===== src/hdl/ncs_pkg.sv =====
package ncs_pkg;

   localparam int MAX_CENTERS = 16;
   localparam int MAX_DIM     = 64;
   localparam int VALUE_BITS  = 16;

   localparam int CIDX_W = (MAX_CENTERS > 1) ? $clog2(MAX_CENTERS) : 1;
   localparam int ADDR_W = (MAX_DIM > 1) ? $clog2(MAX_DIM) : 1;
   localparam int SQ_W   = 2 * VALUE_BITS;
   localparam int SUM_W  = 48;
   localparam int ACC_W  = ((SQ_W > SUM_W) ? SQ_W : SUM_W) + 1;

   localparam int COUNT_W     = 5;
   localparam int IDX_OUT_W   = 4;
   localparam int CIN_W       = 4;

   localparam logic [COUNT_W-1:0] COUNT_RESET = COUNT_W'(16);
   localparam logic [SUM_W-1:0]   SUM_MAX     = {SUM_W{1'b1}};

   localparam logic ACT_LOAD  = 1'b0;
   localparam logic ACT_QUERY = 1'b1;

   // one accepted word as seen by every cell
   typedef struct packed {
      logic                  load;
      logic                  query;
      logic [CIN_W-1:0]      cidx;
      logic [ADDR_W-1:0]     addr;
      logic [VALUE_BITS-1:0] value;
   } op_type;

   // running best of the minimum search, passed cell to cell
   typedef struct packed {
      logic              valid;
      logic              found;
      logic [CIDX_W-1:0] idx;
      logic [SUM_W-1:0]  distance;
   } tok_type;

endpackage


===== src/hdl/ncs_cell.sv =====
module ncs_cell (
   input  logic                       clock,
   input  logic                       reset,
   input  logic [ncs_pkg::CIDX_W-1:0] cell_id,
   input  logic                       active,
   input  ncs_pkg::op_type            op,
   input  ncs_pkg::tok_type           tok_in,
   output ncs_pkg::tok_type           tok_out
);
   import ncs_pkg::*;

   logic [VALUE_BITS-1:0] mem [MAX_DIM];
   logic [VALUE_BITS-1:0] rd_ff;
   logic [VALUE_BITS-1:0] q_ff;
   logic                  a_vld_ff;
   logic [SQ_W-1:0]       sq_ff;
   logic                  b_vld_ff;
   logic [SUM_W-1:0]      sum_ff;
   tok_type               tok_ff;

   logic signed [VALUE_BITS:0] diff;
   logic [VALUE_BITS-1:0]      mag;
   logic [ACC_W-1:0]           acc;
   logic [SUM_W-1:0]           sum_in;
   logic                       take;
   tok_type                    tok_in_w;

   // center table of this cell: write on a matching load, registered read
   always_ff @(posedge clock) begin
      if (op.load && (32'(op.cidx) == 32'(cell_id))) begin
         mem[op.addr] <= op.value;
      end
      if (op.query) begin
         rd_ff <= mem[op.addr];
      end
      q_ff  <= op.value;
      sq_ff <= SQ_W'(mag) * SQ_W'(mag);
   end

   always_comb begin
      diff = $signed({rd_ff[VALUE_BITS-1], rd_ff}) - $signed({q_ff[VALUE_BITS-1], q_ff});
      mag  = diff[VALUE_BITS] ? VALUE_BITS'(-diff) : VALUE_BITS'(diff);
      acc  = ACC_W'(sum_ff) + ACC_W'(sq_ff);
      sum_in = (acc > ACC_W'(SUM_MAX)) ? SUM_MAX : SUM_W'(acc);
      take = active && (!tok_in.found || (sum_ff < tok_in.distance));
      tok_in_w = tok_in;
      if (take) begin
         tok_in_w.found    = 1'b1;
         tok_in_w.idx      = cell_id;
         tok_in_w.distance = sum_ff;
      end
   end

   always_ff @(posedge clock) begin
      if (reset) begin
         a_vld_ff <= 1'b0;
         b_vld_ff <= 1'b0;
         sum_ff   <= '0;
         tok_ff   <= '0;
      end else begin
         a_vld_ff <= op.query && active;
         b_vld_ff <= a_vld_ff;
         tok_ff   <= tok_in_w;
         // drop the sum once the search has passed this cell
         if (tok_in.valid) begin
            sum_ff <= '0;
         end else if (b_vld_ff) begin
            sum_ff <= sum_in;
         end
      end
   end

   assign tok_out = tok_ff;

endmodule


===== config.mk =====
export PLATFORM = sky130hd
export DESIGN_NAME = ncs_cell
export DESIGN_NICKNAME = d
export VERILOG_FILES = /design/src/hdl/ncs_pkg.sv /design/src/hdl/ncs_cell.sv
export SDC_FILE = /design/constraint.sdc
export NUM_CORES = 2
export LEC_CHECK = 0
export BUFFER_PORTS_ARGS = -buffer_cell sky130_fd_sc_hd__buf_2
export CELL_PAD_IN_SITES_DETAIL_PLACEMENT = 1
export CELL_PAD_IN_SITES_GLOBAL_PLACEMENT = 1
export CORE_UTILIZATION = 25
export DETAILED_ROUTE_END_ITERATION = 16
export GPL_TIMING_DRIVEN = 0
export PLACE_DENSITY = 0.48
export SYNTH_ARGS = -nofsm -noshare
export SYNTH_HDL_FRONTEND = slang
export SYNTH_SLANG_ARGS = --single-unit

===== constraint.sdc =====
create_clock -name clock -period 10.87 [get_ports clock]
set_input_delay 1.087 -clock clock [delete_from_list [all_inputs] [get_ports clock]]
set_output_delay 1.087 -clock clock [all_outputs]
set_load 0.005 [all_outputs]

==> impl_metrics.toml <==
[status]
outcome = "complete, but fails checks"
failed_checks = "max-capacitance violations, max-slew violations"

[yosys]
syn-cell-area_um2 = 53280
synth-compound-area-share_pct = 13.56
synth.net_count = 4237
post_synth.cell_area_avg_um2 = 14.06
yosysTopAreaCell = "edfxtp_1"
multiplexer_share_of_the_synthesized_area_pct = 1.015
synth-seq-area-share_pct = 64.29
synthArstFlopShare_pct = 0
yosysTopAreaCellShare_pct = 58.62
warnings_synthesis = 0
post_synth_main_area_contributors = "edfxtp_1 (59%), fa_1 (6.2%), dfxtp_1 (5.7%), ha_1 (4.5%), a22oi_1 (4.5%)"
dominant_combinational_cell_family_by_area_after_synthesis = "compound AO/OA/AOI/OAI gates"
post_synth_xor_area_fraction_pct = 1.686
synth-main-ff-cell = "edfxtp_1"
synth_fa_ha_area_share_pct = 10.77
number_of_synthesized_flops_with_an_enable_pin = 1040
synth_cell_types = 82
post_synth_inst_count = 3789
synth_simple_gate_area_share_pct = 5.108
yosys_register_bits = 1191

[global_routing]
gr-total-overflow = 0
grt_max_degree = 66
vias_in_the_first_global_route = 36770
grt_first_pass_wirelength_um = 294400
combined_global_route_utilization_of_all_metal_layers_pct = 19.43
grt_antenna_before_repair = 12

[clock_network]
clk_root_buffer_cell = "clkbuf_16"
number_of_buffers_added_by_the_clock_tree_synthesis_step = 131
quantity_of_gates_resized_following_cts = 0
cts_num_sinks = 1191
postCtsSetupRepairBufs = 0
cts-hold-fix-buffers = 0
clk_slew_on_worst_s_h_paths_ps = 60
h-tree-depth = 4
clock_tree_from_tritoncts = "yes"
worstSkewPairLatency_ps = 790
cts.path.max_buffers = 3

[timing]
timing_max_transition_violations_final = 26
slew_headroom_pct = -5.095
final-setup-viol-count = 0
fin_hold_ws_ps = 462.6
post-route-period-util_pct = 92.68
period_minus_slack_ps = 10070
post_route_skew_ps = 41.82
maxClockFrequency_mhz = 99.26
setup_repair_after_global_routing_missed_its_margin = "false"
setup_total_negative_slack_ps = 0
number_of_hold_slack_violations_in_the_final_timing_report = 0
tightestPinTransition_ps = 1562

[worst_hold_path]
hold_path_depth = 1
min_from = "a_vld_ff"
min_delay_worst_endpoint = "b_vld_ff"
min_path_type = "flop to flop"

[placed_design]
gpl.final_weighted_congestion = 0.8424
placedInstanceArea_um2 = 59180
place_hpwl_um = 144100
numPortBuffers = 142

[flow_run]
maxCapViolations = 5

[setup_path]
ff2ff_path_depth = 33
setup.worst_path.end_class = "flop"
timing.critical_path.arrival_ps = 10700
crit_path_max_incr_delay_ps = 830
crit_path_frequent_cell = "fa_1"
rrSetupSlack_ps = 800
timing_worst_setup_path_type = "flop to flop"
worstReg2RegEnd = "sq_ff[31]"
regToRegStartpoint = "rd_ff[0]"
timing.critical_path.slowest_stage_cell = "xnor2_2"
timing.critical_path.required_ps = 11500
timing.critical_path.fanout_max = 10
start_kind = "flop"

[route]
dr_total_vias = 35640
drt_pre_antenna_iters = 5
detail_route.iter0.violations = 3647
number_of_design_rule_violations_left_after_detail_routing = 0
ant_nets = 0
viasPerCell = 5.048
detail_route.wl_per_cell_um = 30.16
routed_wl_um = 212900

[floorplan]
rows = 169
ios = 143
initial_utilization_pct = 25.15
floorplan.die.width_um = 463.6
dieHeight_um = 463.6
die_area_um2 = 215000
design.core.area_um2 = 211900

[cells_and_area]
area_growth_synth_to_finish_pct = 18.90
finish.utilization_pct = 29.90
design_area_um2 = 63350
multiInputGateArea_um2 = 17340
finish.net_count = 4581
regArea_um2 = 34250
fillCellCount = 22710
post_route_cells_drive_above_1_share_pct = 12.77
-- metal layers --
layer / up-vias / routed length, µm / GRT usage (%)
met3: 311 / 12880 / 2.893
met4: 2 / 8412 / 7.400
met1: 18840 / 91520 / 25.88
met5: - / 12 / 0
met2: 1352 / 100100 / 31.76
li1: 15130 / - / -
-- kinds of logic (layout without fill, tap and decap cells) --
logic type / count (synthesis) / count (layout)
xor+xnor: 92 / 92
compound gates: 1006 / 1006
fa+ha+maj: 359 / 359
flops: 1191 / 1191
other cells: 0 / 2
mux: 54 / 54
buf+inv: 500 / 947
simple gates: 587 / 587
-- cell type report --
cell class	count	area share [%]
Sequential cell	1191	54.07
Multi-Input combinational cell	2098	27.37
Tap cell	2821	5.572
Clock buffer	166	5.497
Timing Repair Buffer	211	3.399
Inverter	319	1.894
Buffer	181	1.152
Clock inverter	70	1.031
Antenna cell	2	0.007901
-- sequential cells by signal, indices dropped and copies added, names as in the netlist --
signal    flops
b_vld_ff      1
a_vld_ff      1
mem        1024
q_ff         16
rd_ff        16
tok_out      54
sq_ff        31
sum_ff       48
-- layout by cell type (no fill, tap or decap), drive strengths merged, types with 10 or more instances in the layout --
| cell | synthesis | final |
|---|---|---|
| fa | 166 | 166 |
| a21oi | 150 | 150 |
| nand2 | 136 | 136 |
| xnor2 | 54 | 54 |
| and3 | 14 | 14 |
| nand4 | 46 | 46 |
| a22oi | 321 | 321 |
| a221oi | 101 | 101 |
| buf | 49 | 260 |
| nand2b | 14 | 14 |
| nor4 | 16 | 16 |
| a211oi | 16 | 16 |
| a21o | 63 | 63 |
| nand3 | 47 | 47 |
| a31oi | 103 | 103 |
| edfxtp | 1040 | 1040 |
| nor2 | 241 | 241 |
| inv | 319 | 324 |
| or3 | 10 | 10 |
| o21ai | 78 | 78 |
| clkinv | 0 | 56 |
| xor2 | 37 | 37 |
| mux2i | 54 | 54 |
| clkbuf | 132 | 298 |
| o21a | 10 | 10 |
| dfxtp | 151 | 151 |
| nor3 | 17 | 17 |
| a22o | 97 | 97 |
| ha | 193 | 193 |
-- worst max path at each step --
stage,depth (start not counted),from,to,slack [ps]
detailed placement,34,rd_ff[0],sq_ff[31],490
global placement,34,rd_ff[0],sq_ff[31],510
global route,33,rd_ff[0],sq_ff[31],160
finish,33,rd_ff[0],sq_ff[31],800
CTS,34,rd_ff[0],sq_ff[31],430
floorplan,31,rd_ff[0],sq_ff[31],2670
-- metrics by stage --
stage          worst slack [ps]  cells
5_1_grt                   162.6   7057
3_3_place_gp              509.3   6752
2_1_floorplan              2667   3789
3_5_place_dp              493.5   6821
4_1_cts                   425.7   7057
6_report                  795.7   7059
-- cell usage after synthesis (5+ instances only) --
master,n
edfxtp_1,1040
a22oi_1,320
inv_1,311
nor2_1,239
ha_1,193
fa_1,166
dfxtp_1,151
a21oi_1,149
nand2_1,136
clkbuf_1,132
a221oi_1,101
a31oi_1,100
a22o_1,97
o21ai_0,72
a21o_1,63
mux2i_1,54
nand3_1,47
xnor2_1,47
nand4_1,46
xor2_1,35
buf_1,33
nor3_1,17
buf_2,15
nor4_1,15
and3_1,14
nand2b_1,14
a211oi_1,13
o21a_1,10
or3_1,10
o21bai_1,9
and2_1,8
inv_2,7
nor2b_1,7
nor3b_1,7
o211ai_1,7
or2_2,7
o21ai_1,6
xnor2_2,6
a41oi_1,5
o31ai_1,5
-- worst max-delay path, delay by kind of cell (launching register included) --
family | cells | cell delay (ps)
xor+xnor | 2 | 1210
compound gates | 11 | 2730
fa+ha+maj | 9 | 4010
buf+inv | 8 | 1070
flops | 1 | 360
simple gates | 3 | 530
Power is not shown: default switching activity piles up to over one toggle a cycle in this logic, so the estimate is an artifact.
